===== src/hdl/set_assoc_address_cache_fifo_defines.svh =====
// Assertion macros shared by the cache RTL.
`ifndef SET_ASSOC_ADDRESS_CACHE_FIFO_DEFINES_SVH
`define SET_ASSOC_ADDRESS_CACHE_FIFO_DEFINES_SVH

// Same-cycle implication, sampled on aclk, masked during reset.
`define SACF_ASSERT_IMP(lbl, ante, cons, msg) \
    lbl: assert property (@(posedge aclk) disable iff (!aresetn) (ante) |-> (cons)) \
        else $error(msg);

// Next-cycle implication, sampled on aclk, masked during reset.
`define SACF_ASSERT_NXT(lbl, ante, cons, msg) \
    lbl: assert property (@(posedge aclk) disable iff (!aresetn) (ante) |=> (cons)) \
        else $error(msg);

`endif


===== src/hdl/sacf_ram.sv =====
// Generic simple dual-port RAM with registered read.
`timescale 1ns / 1ps

module sacf_ram #(
    parameter int WIDTH = 8,
    parameter int DEPTH = 16
) (
    input  logic                                   aclk,
    input  logic                                   we,
    input  logic [((DEPTH > 1) ? $clog2(DEPTH) : 1)-1:0] waddr,
    input  logic [WIDTH-1:0]                       wdata,
    input  logic                                   re,
    input  logic [((DEPTH > 1) ? $clog2(DEPTH) : 1)-1:0] raddr,
    output logic [WIDTH-1:0]                       rdata
);

    logic [WIDTH-1:0] mem_reg [DEPTH];
    logic [WIDTH-1:0] rdata_reg;

    always_ff @(posedge aclk) begin
        if (we) begin
            mem_reg[waddr] <= wdata;
        end
        if (re) begin
            rdata_reg <= mem_reg[raddr];
        end
    end

    assign rdata = rdata_reg;

endmodule


===== config.mk =====
export PLATFORM = sky130hd
export DESIGN_NAME = sacf_ram
export DESIGN_NICKNAME = d
export VERILOG_FILES = /design/src/hdl/set_assoc_address_cache_fifo_defines.svh /design/src/hdl/sacf_ram.sv
export SDC_FILE = /design/constraint.sdc
export NUM_CORES = 1
export LEC_CHECK = 0
export BUFFER_PORTS_ARGS = -buffer_cell sky130_fd_sc_hd__buf_2
export CAP_MARGIN = 20
export CELL_PAD_IN_SITES_DETAIL_PLACEMENT = 1
export CELL_PAD_IN_SITES_GLOBAL_PLACEMENT = 2
export CORE_UTILIZATION = 50
export CTS_CLUSTER_SIZE = 10
export DETAILED_ROUTE_END_ITERATION = 12
export PLACE_DENSITY_LB_ADDON = 0.25
export SLEW_MARGIN = 10
export SYNTH_ARGS = -nofsm -noshare
export SYNTH_HDL_FRONTEND = slang
export SYNTH_SLANG_ARGS = --single-unit

===== constraint.sdc =====
create_clock -name aclk -period 4.4 [get_ports aclk]
set_clock_uncertainty 0.15 [all_clocks]
set_input_delay 0.88 -clock aclk [delete_from_list [all_inputs] [get_ports aclk]]
set_output_delay 0.88 -clock aclk [all_outputs]
set_load 0.01 [all_outputs]

# [Word level (Yosys, flattened, before mapping)]
# Memories as Yosys holds them, arrays and structs flattened. A register that Yosys moved wholly into a read port is not among the register bits.
# Index checks and enable logic that the tools add are counted.
[totals] ff_bits=0 ramBits=128 inputBits=19 output_inout_bits=8 word_cells=3 memories=1
[memory_table] memory="mem_reg" depth=16 word_bits=8 rd=1 rd_clocked_by_memory_dff=1 wr=1 line="sacf_ram.sv:17" rtl="logic [WIDTH-1:0] mem_reg [DEPTH];"
[classes] n_mux=2
[op_table] operator="1-bit 2-to-1 mux" count=2

# [Depth between registers and ports, before layout]
[depth] ltp_word=2 depth_mapped=5 depth_no_buf=3

# [Worst setup path after synthesis]
# No wires, ideal clock.
[synth_path] kind="in2reg" from="in waddr[2] (netlist bit)" to="mem mem_reg[0][0] (enable)" setup_time_ns=0.383 arrival_ns=1.990 required_ns=3.867 slack_ns=1.877 path_stages=2 path_buffers=0 path_cell_list="or3b_2 > nor3_1"
[synth_lines] item="start, declared" line="sacf_ram.sv:10" rtl="input logic [((DEPTH > 1) ? $clog2(DEPTH) : 1)-1:0] waddr,"
[synth_lines] item="end, declared" line="sacf_ram.sv:17"
# No word-level cell before the write port.

==> results.md <==
* Nets at around 290
* RR Startpoint: mem_reg[8][4]
* Buffers on Ports at 26
* FILL cells at approximately 820
* Drt total wl at 11400 um
* Mean Syn Cell Area at 22.8 um2
* Max Clk Rate at 401 MHz
* Routability Congestion at 0.691
* Leak pwr at 0.00204 uW
* Kind of critical path: primary input to flop
* Critical Path Source: raddr[0]
* Starting Density at 0.525
* Power Density at 507 nW/um2
* Post-route setup slack at 1900 ps
* # rows at 36
* Share of post-route cells with drive strength above 1 at 0.280
* Mapped Nets at 248
* Core Area at around 10000 um2
* Hold Fails Final Rpt at 0
* Final ANT Viol Nets at 0
* Post-synthesis instance total at 229
* Ant. Diodes at 0
* Detailed Routing Iterations Pass 1 at 4
* Via Count at 2484
* CTS Root Cell: clkbuf_8
* Syn. warnings at 0
* Register area at 4080 um2
* Resize count post-CTS at 0
* Insertion delay to the later sink of the worst-skew pair at 510 ps
* Yosys reg bits at 136
* Clock sink count at 136
* Max cap viols at 0
* VDD IR-drop max at 0.262 mV
* CTS H-tree depth at 4
* Wire per inst at 27.5 um
* Worst-path clk slew at 60 ps
* Async set-or-reset flop fraction in the synthesized netlist at 0
* Die Span Y at around 100 um
* Final setup violation count at 0
* Max reg flops at 128
* Unrepaired setup endpoints after global routing: no
* First-iteration detailed-routing DRC count at between 100 and 150
* Die Area at 10900 um2
* Post-Place Setup Slack at 1300 ps
* Post-synth EDFFs at 136
* Sequential area share after synthesis at 0.781
* Via density at 5.99
* Multi-input combinational cell area at 1060 um2
* Worst EP arrival at 2590 ps
* Die W at 104 um
* Total CTS buffers at 17
* Slew Viols, Final at 0
* Gr ovfl total at 0
* Crit path required time at 4500 ps
* Synth Flop Type: edfxtp_1
* Drc violations at 0
* Largest net degree at the start of global routing at 33
* HP Start: mem_reg[7][0]
* CP Launch Type: primary input
* I/O Pins at 27
* CTS tree: built
* Area Overhead vs Synth at 16.8%
* Initial antenna violation count at 0
* Min-Delay Path Class: flop to flop
* Worst Tran Pin Value at 1040 ps
* Critical-path maximum fanout at 18
* Slew Limit Headroom at 0.302
* First-pass GRT wire length at 17200 um
* TNS Setup at 0 ps
* Total GRT Usage at 0.232
* Yosys cell types at 18
* Setup Fix Bufs, Post-CTS at 0
* Post-Syn Area at 5230 um2
* Status: finished clean
* Worst setup EP type: flop
* Vias in the first global route at 2654
* Crit path time final at 2500 ps
* Post-detail-place hpwl at 6920 um
* Clk buf depth at 2
* Part of the cycle the worst path needs at 0.567
* Cts hold-fix bufs at 0
worst max-delay path: stages:
cell	delay [ps]
buf_2	480
buf_4	280
mux4_1	590
a22oi_1	260
nand2_1	90
cell usage in the layout, fill, tap and decap left out:
cell type,n
clkinv_2,1
nand3_1,1
clkbuf_8,1
buf_4,6
and2b_1,1
nand2b_1,2
clkbuf_1,1
and2_1,1
clkinvlp_4,2
nand2_1,9
clkinv_4,3
clkbuf_16,16
clkinv_1,2
buf_2,26
nor3_1,4
or3b_2,1
a22oi_1,16
nand3b_1,2
nor2_1,13
bufinv_16,5
edfxtp_1,136
mux4_2,18
nor2b_1,1
mux4_1,14
routing by layer:
layer  track usage  share of wire  vias up  routed length (um)
li1              -              -     1068                   -
met1         0.315           0.44     1336                4970
met2         0.384           0.52       73                5870
met3        0.0439          0.042        7                 480
met4        0.0704         0.0066        0                  75
met5             0              0        -                   0
worst paths after layout:
kind / slack [ps] / cells past startpoint / to
max: 1900 / 5 / rdata[3]
min: 590 / 3 / rdata[0]
max reg2reg: 2690 / 3 / rdata[4]
min reg2reg: 590 / 3 / rdata[0]
synthesized netlist by cell type, types with 2 or more instances:
cell type | count | area (um2)
buf_2 | 3 | 15.0
nand2_1 | 9 | 33.8
nand2b_1 | 2 | 12.5
edfxtp_1 | 136 | 4080
nor3_1 | 4 | 20.0
clkdlybuf4s25_2 | 3 | 30.0
mux4_1 | 14 | 368
nand3b_1 | 2 | 15.0
nor2_1 | 13 | 48.8
mux4_2 | 18 | 405
a22oi_1 | 16 | 120
buf_6 | 3 | 33.8
power by group:
part / switching [uW] / total [uW] / internal [uW]
Sequential: 9.84 / 1470 / 1460
Clock: 518 / 1490 / 971
Combinational: 80.6 / 133 / 52.1
layout make-up:
type | instances | share of cell area
Timing Repair Buffer | 32 | 0.0287
Clock buffer | 18 | 0.0685
Multi-Input combinational cell | 83 | 0.173
Tap cell | 133 | 0.0273
Clock inverter | 13 | 0.0334
Sequential cell | 136 | 0.669
metrics by stage:
| step | total power [uW] | area (um2) | hold slack, ps | std cells | util |
|---|---|---|---|---|---|
| 2_1_floorplan | 1570 | 5230 | 555 | 229 | - |
| 3_3_place_gp | 1620 | 5480 | 576 | 384 | 0.551 |
| 3_5_place_dp | 1630 | 5480 | 591 | 384 | 0.551 |
| 4_1_cts | 3110 | 6100 | 590 | 415 | 0.613 |
| 5_1_grt | 3160 | 6100 | 600 | 415 | 0.613 |
| 6_report | 3090 | 6100 | 594 | 415 | 0.613 |
logic make-up after synthesis:
| logic type | after synthesis | synth area share |
|---|---|---|
| AOI/OAI and AO/OA | 16 | 0.0230 |
| buffers and inverters | 10 | 0.0165 |
| DFF | 136 | 0.781 |
| muxes | 32 | 0.148 |
| and+or+nand+nor | 35 | 0.0314 |
No activity file was read; power rests on OpenSTA's default activity.
