**src/hdl/set_assoc_address_cache_fifo_defines.svh**
```systemverilog
// Assertion macros shared by the cache RTL.
`ifndef SET_ASSOC_ADDRESS_CACHE_FIFO_DEFINES_SVH
`define SET_ASSOC_ADDRESS_CACHE_FIFO_DEFINES_SVH

// Same-cycle implication, sampled on aclk, masked during reset.
`define SACF_ASSERT_IMP(lbl, ante, cons, msg) \
    lbl: assert property (@(posedge aclk) disable iff (!aresetn) (ante) |-> (cons)) \
        else $error(msg);

// Next-cycle implication, sampled on aclk, masked during reset.
`define SACF_ASSERT_NXT(lbl, ante, cons, msg) \
    lbl: assert property (@(posedge aclk) disable iff (!aresetn) (ante) |=> (cons)) \
        else $error(msg);

`endif

```
**src/hdl/sacf_pkg.sv**
```systemverilog
// Shared types and constants for the set-associative address cache.
`timescale 1ns / 1ps

package sacf_pkg;

    // Width of the stored key: address in the low 32 bits, family above.
    localparam int KEY_W        = 48;
    localparam int ADDR_W       = 32;
    localparam int FAMILY_W     = 16;
    localparam int OUT_TDATA_W  = 8;

    // Set selection from the low address byte.
    localparam int          BYTE_RANGE   = 256;
    localparam logic [7:0]  BYTE_MASK    = 8'hFF;
    localparam int          RECIP_SHIFT  = 16;

    // Operation codes carried on tuser.
    localparam logic OP_LOOKUP = 1'b0;
    localparam logic OP_INSERT = 1'b1;

    typedef enum logic [2:0] {
        ST_IDLE,
        ST_SET,
        ST_META,
        ST_DECIDE,
        ST_SCAN,
        ST_RESULT
    } sacf_state_t;

endpackage

```
**src/hdl/sacf_cmp.sv**
```systemverilog
// Key comparator shared across the way scan.
`timescale 1ns / 1ps

module sacf_cmp (
    input  logic                        en,
    input  logic [sacf_pkg::KEY_W-1:0]  key,
    input  logic [sacf_pkg::KEY_W-1:0]  entry,
    output logic                        match
);

    // Address and family must both agree.
    assign match = en
                   && (entry[sacf_pkg::ADDR_W-1:0] == key[sacf_pkg::ADDR_W-1:0])
                   && (entry[sacf_pkg::KEY_W-1:sacf_pkg::ADDR_W]
                       == key[sacf_pkg::KEY_W-1:sacf_pkg::ADDR_W]);

endmodule

```
**config.mk**
```make
export PLATFORM = sky130hd
export DESIGN_NAME = sacf_cmp
export DESIGN_NICKNAME = d
export VERILOG_FILES = /design/src/hdl/set_assoc_address_cache_fifo_defines.svh /design/src/hdl/sacf_pkg.sv /design/src/hdl/sacf_cmp.sv
export SDC_FILE = /design/constraint.sdc
export NUM_CORES = 1
export LEC_CHECK = 0
export BUFFER_PORTS_ARGS = -buffer_cell sky130_fd_sc_hd__buf_4
export CAP_MARGIN = 0
export CELL_PAD_IN_SITES_DETAIL_PLACEMENT = 0
export CELL_PAD_IN_SITES_GLOBAL_PLACEMENT = 1
export CORE_MARGIN = 2
export CORE_UTILIZATION = 15
export DETAILED_ROUTE_END_ITERATION = 16
export PLACE_DENSITY_LB_ADDON = 0.1
export SLEW_MARGIN = 20
export SYNTH_ARGS = -nofsm -noshare
export SYNTH_HDL_FRONTEND = slang
export SYNTH_SLANG_ARGS = --single-unit
export TNS_END_PERCENT = 20
```
**constraint.sdc**
```tcl
create_clock -name vclk -period 1.2
set_input_delay 0.18 -clock vclk [all_inputs]
set_output_delay 0.18 -clock vclk [all_outputs]
set_load 0.02 [all_outputs]
```
### After elaboration in Yosys (flattened, before gate mapping)

Index checks and enable logic that the tools add are counted.

| word-level totals | value |
|---|---|
| memories | 0 |
| memory bits (read-only) | 0 |
| output and inout port bits | 1 |
| latch bits | 0 |
| bits in writable memories | 0 |
| register bits after elaboration | 0 |
| input port bits | 97 |

| cells by class | value |
|---|---|
| reductions and logical operators | 2 |
| muxes and demuxes | 0 |
| bitwise gates (word level) | 0 |
| add/sub/neg operators | 0 |
| divide/modulo/power cells | 0 |
| equal/unequal tests | 2 |
| order comparisons | 0 |
| shifts and indexed selects | 0 |
| $mul | 0 |

Operators by type and width:

| kind | number |
|---|---|
| $eq A32 B32 Y1 | 1 |
| $eq A16 B16 Y1 | 1 |
| $logic_and A1 B1 Y1 | 2 |

### Logic depth before layout (Yosys ltp)

Gate-level depths: netlist (run 1).

| logic depth | value |
|---|---|
| word-level depth | 3 |
| gate-level depth with buffers | 4 |

### Worst setup path before layout (run 1)

Ideal clock, no wire load.

| path | value |
|---|---|
| path kind | input-to-output |
| start point | input key[45] (netlist bit) |
| end point | output match |
| stages on the path | 4 |
| setup slack | -214 ps |
| arrival | 1,234 ps |
| buffers on the path | 0 |
| path through | xor2_1 > nor4_1 > nand4_1 > nor4_2 |

| between the ends | value |
|---|---|
| longest elaborated chain between the ends | 2 |

RTL lines:

| item | line | RTL |
|---|---|---|
| start: declaration | sacf_cmp.sv:6 | `input logic [sacf_pkg::KEY_W-1:0] key,` |
| $eq A16 B16 Y1 | sacf_cmp.sv:15 | `== key[sacf_pkg::KEY_W-1:sacf_pkg::ADDR_W]);` |
| $logic_and A1 B1 Y1 | sacf_cmp.sv:14 | `&& (entry[sacf_pkg::KEY_W-1:sacf_pkg::ADDR_W]` |
| end: declaration | sacf_cmp.sv:8 | `output logic match` |

No other way between the ends.

### Worst setup path after layout (run 1)

| path | value |
|---|---|
| start point | input entry[30] (netlist bit) |
| end point | output match |

| between the ends | value |
|---|---|
| longest elaborated chain between the ends | 3 |

RTL lines:

| item | line | RTL |
|---|---|---|
| start: declaration | sacf_cmp.sv:7 | `input logic [sacf_pkg::KEY_W-1:0] entry,` |
| $eq A32 B32 Y1 | sacf_cmp.sv:13 | `&& (entry[sacf_pkg::ADDR_W-1:0] == key[sacf_pkg::ADDR_W-1:0])` |
| $logic_and A1 B1 Y1 | sacf_cmp.sv:13 |  |
| $logic_and A1 B1 Y1 | sacf_cmp.sv:14 |  |

No other way between the ends.

==> impl_metrics.ini, run 1 <==
[floorplan]
pin_count = 98
die_x_um = 63.4
start_util_pct = 15.7
rows = 21
die_area_mm2 = 0.00402
die_h_um = 63.4
fp.coreArea_mm2 = 0.00336

[timing]
fin_crit_ns = 1.59
setup_viol = 1
finalCritPeriodShare_pct = 133
rsz0062_at_grt = true
tightest_slew_ns = 0.264
fin_ws_ns = -0.391
finalMaxSlewViolations = 0
relSlewSlack_pct = 82.2
hold_viol = 0
fin_setup_tns_ns = -0.391
fmax_ghz = 0.629

[critical_path]
cp-end-kind = output port
path_class = input port to output port
crit_arrival_ns = 1.41
worstPathMaxFanout = 1
cp_cell_sequence = buf_6 > xor2_1 > nor4_2 > nand4_1 > nor4_4 > buf_4
slowest_stage = nor4_2
cpPeakStageDelay_ns = 0.30
start_kind = input port
cp.required_ns = 1.02

[power_and_ir_drop]
vdd_drop_max_v = 0.0000989
p_leak_nw = 0.707
p_comb_share_pct = 100.0
power.total_mw = 0.410
powerDensity_mw_per_mm2 = 297
internal-power_mw = 0.282
p_seq_share_pct = 0
p_clk_share_pct = 0
switchingPower_mw = 0.128
switching_share_pct = 31.3

[detailed_routing]
drc = 0
drtPass1Iterations = 2
num_vias = 807
avgRoutedWirePerCell_um = 9.18
dr.first_iter.drc_count = 16
drt-vias-per-instance = 3.86
antenna_left = 0
totalWireLength_um = 1920

[final_layout]
drive_gt1_share_pct = 63.8
layout_common_cells = buf_4, xor2_1, nor4_1
area_growth_pct = 161
multi_input_area_um2 = 571
seq_area_um2 = 0
final_common_cell = buf_4
antenna_cells = 0
clkbuf_count = 0
fin_nets = 262
num-fill-cells = 372
seq_cell_count = 0
final_core_util_pct = 41.1

[global_routing]
antenna_found_initial = 0
grt.total_usage_pct = 9.00
grt_start_max_net_pins = 2
grt_pass1_wl_um = 3130
grt_pass1_vias = 787
gr-total-overflow = 0

[yosys]
synth_area_per_cell_um2 = 8.14
ys_seq_area_share_pct = 0
yosysWarnings = 0
synth.distinct_cells = 7
syn-num-nets = 162
synth_area_um2 = 529
synthCells = 65

[place]
gp_congestion = 0.672
dp_hpwl_um = 1800
portBuffers = 98

[run]
maxCapViolations = 0

[outcome]
violations = negative setup slack
status = complete, but fails checks

[hold_path]
hp-class = input port to output port

[clock_network]
postCtsSetupRepairBufs = 0
layout make-up:
type / count / area share, %
multi-input cells: 65 / 41.3
well taps: 46 / 4.16
repair buffers: 98 / 54.6
cell families (layout without fill, tap and decap cells):
logic type | count (synthesis) | after routing | share of synthesized area (%)
XOR/XNOR | 48 | 48 | 79.4
AND/OR/NAND/NOR | 17 | 17 | 20.6
buffers and inverters | 0 | 98 | 0
repair_timing:
action / in CTS / in global routing
setup endpoints to repair: 1 / 1
cloned: 0 / 0
hold buffers: 0 / 0
pin swaps: 10 / 0
gates resized for setup: 8 / 2
routing by layer:
layer	routed length [um]	vias up	share of wire (%)	global-route usage [%]
met5	0	-	0	0
met4	0	0	0	0
met3	297	0	15	2.32
met2	979	62	51	16.7
met1	641	324	33	11.0
li1	-	421	-	-
path summary, 6_finish.rpt:
kind,startpoint,end,slack (ns),cells after the start
setup / recovery,entry[30],match,-0.39,6
hold / removal,en,match,0.80,4
cells in the mapped netlist (all sizes together):
library cell	count	area (um^2)
nand4	2	12.5
xor2	47	412
nor3	1	5.00
nor4	12	81.3
xnor2	1	8.76
nand3	2	10.0
through the flow:
step	instances	hold WS [ns]	setup WS [ns]	area, um^2
detailed placement	209	0.813	-0.533	1330
floorplan	65	0.525	-0.149	538
global placement	209	0.803	-0.494	1330
finish	209	0.800	-0.391	1380
CTS	209	0.814	-0.425	1370
global route	209	0.824	-0.468	1380
power groups by stage:
stage	sequential [mW]	clock, mW	combinational [mW]
6_report	0	0	0.410
5_1_grt	0	0	0.451
4_1_cts	0	0	0.409
3_5_place_dp	0	0	0.393
3_3_place_gp	0	0	0.388
2_1_floorplan	0	0	0.115
critical path, delay by kind of cell:
| kind | cells | cell delay, ns |
|---|---|---|
| xor gates and xnor gates | 1 | 0.15 |
| buffers and inverters | 2 | 0.27 |
| and+or+nand+nor | 3 | 0.81 |
Note: power is estimated with default switching activity, not from simulation.
==> run 2, diff against run 1 <==
--- a/config.mk
+++ b/config.mk
@@ -13,6 +13,7 @@
 export CORE_UTILIZATION = 15
 export DETAILED_ROUTE_END_ITERATION = 16
 export PLACE_DENSITY_LB_ADDON = 0.1
+export SKIP_LAST_GASP = 1
 export SLEW_MARGIN = 20
 export SYNTH_ARGS = -nofsm -noshare
 export SYNTH_HDL_FRONTEND = slang
==> run 2 against run 1 <==
  * The run still ends with negative setup slack left
  * Final area decreased by 0.54%
  * Die area unchanged
  * Worst setup slack about the same
  * Power decreased by 0.56%
  * Via count increased by 0.12%
  * Clock-buffer cell count unchanged
  * Routed wire length about the same
  * Combinational power about the same
  * Global-route usage unchanged
  * Worst hold slack unchanged
  * Sequential share of layout area unchanged
  * Critical endpoint unchanged
  * Highest routed layer unchanged
==> impl_metrics.ini, run 2 (synthesis results as in run 1) <==
[critical_path]
start_kind = input port
worstPathMaxFanout = 1
slowest_stage = nor4_2
cp-end-kind = output port
crit_arrival_ns = 1.41
cp_top_family = simple AND/OR/NAND/NOR gates
path_buf_inv = 2
cp.required_ns = 1.02
cp_cell_sequence = buf_6 > xor2_1 > nor4_2 > nand4_1 > nor4_4 > buf_4
path_class = input port to output port
cpPeakStageDelay_ns = 0.30

[final_layout]
drive_gt1_share_pct = 63.2
fin_area_mm2 = 0.00138
seq_cell_count = 0
final_core_util_pct = 40.9
fin_nets = 262
num-fill-cells = 369
area_growth_pct = 160
fin_cells = 209
seq_area_um2 = 0
antenna_cells = 0
clkbuf_count = 0
layout_common_cells = buf_4, xor2_1, nor4_1
final_common_cell = buf_4

[timing]
hold_slack_ns = 0.800
finalMaxSlewViolations = 0
relSlewSlack_pct = 82.2
setup_viol = 1
fin_setup_tns_ns = -0.391
hold_viol = 0
tightest_slew_ns = 0.264
fin_ws_ns = -0.391
fin_crit_ns = 1.59
finalCritPeriodShare_pct = 133
fmax_ghz = 0.629
rsz0062_at_grt = true

[floorplan]
die_h_um = 63.4
start_util_pct = 15.7
die_area_mm2 = 0.00402
die_x_um = 63.4
fp.coreArea_mm2 = 0.00336
pin_count = 98
rows = 21

[detailed_routing]
antenna_left = 0
drt-vias-per-instance = 3.87
avgRoutedWirePerCell_um = 9.17
num_vias = 808
drc = 0
totalWireLength_um = 1920
drtPass1Iterations = 2
dr.first_iter.drc_count = 16

[place]
placed_cells_incl_taps = 209
portBuffers = 98
place_area_mm2 = 0.00133
dp_hpwl_um = 1800
place_ws_ns = -0.533
gp_congestion = 0.672

[hold_path]
hp-class = input port to output port

[global_routing]
antenna_found_initial = 0
grt_start_max_net_pins = 2
gr-total-overflow = 0
grt_pass1_vias = 787
grt_pass1_wl_um = 3130
grt.total_usage_pct = 9.00

[power_and_ir_drop]
p_leak_nw = 0.706
powerDensity_mw_per_mm2 = 297
vdd_drop_max_v = 0.0000989
power.total_mw = 0.408

[run]
maxCapViolations = 0

[outcome]
violations = negative setup slack
status = complete, but fails checks
-- run 2: cell count changes in the layout (fill, tap and decap cells not counted) --
| cell | change |
|---|---|
| xor2_1 | +1 |
| xor2_2 | -1 |
-- run 2: final timing paths --
kind | slack (ns) | cells after the start | from | endpoint
worst min-delay path | 0.80 | 4 | en | match
worst max-delay path | -0.39 | 6 | entry[30] | match
-- run 2: routing by layer --
| metal | track usage (%) | wire length [um] | vias to the layer above |
|---|---|---|---|
| li1 | - | - | 422 |
| met1 | 11.0 | 640 | 324 |
| met2 | 16.7 | 979 | 62 |
| met3 | 2.32 | 297 | 0 |
| met4 | 0 | 0 | 0 |
| met5 | 0 | 0 | - |
-- run 2: where the power goes --
group          internal, mW  switching [mW]  total, mW
clock                     0               0          0
combinational         0.281           0.127      0.408
sequential                0               0          0
total                 0.281           0.127      0.408
-- run 2: layout make-up --
class / instances / area [um^2] / share of cell area (%)
repair buffers: 98 / 754 / 54.9
well taps: 46 / 57.6 / 4.19
multi-input cells: 65 / 563 / 40.9
-- run 2: timing repair --
action,CTS,global route
buffers inserted,0,0
hold buffers,0,0
setup endpoints to repair,1,1
pin swaps,10,0
gates resized for setup,8,1
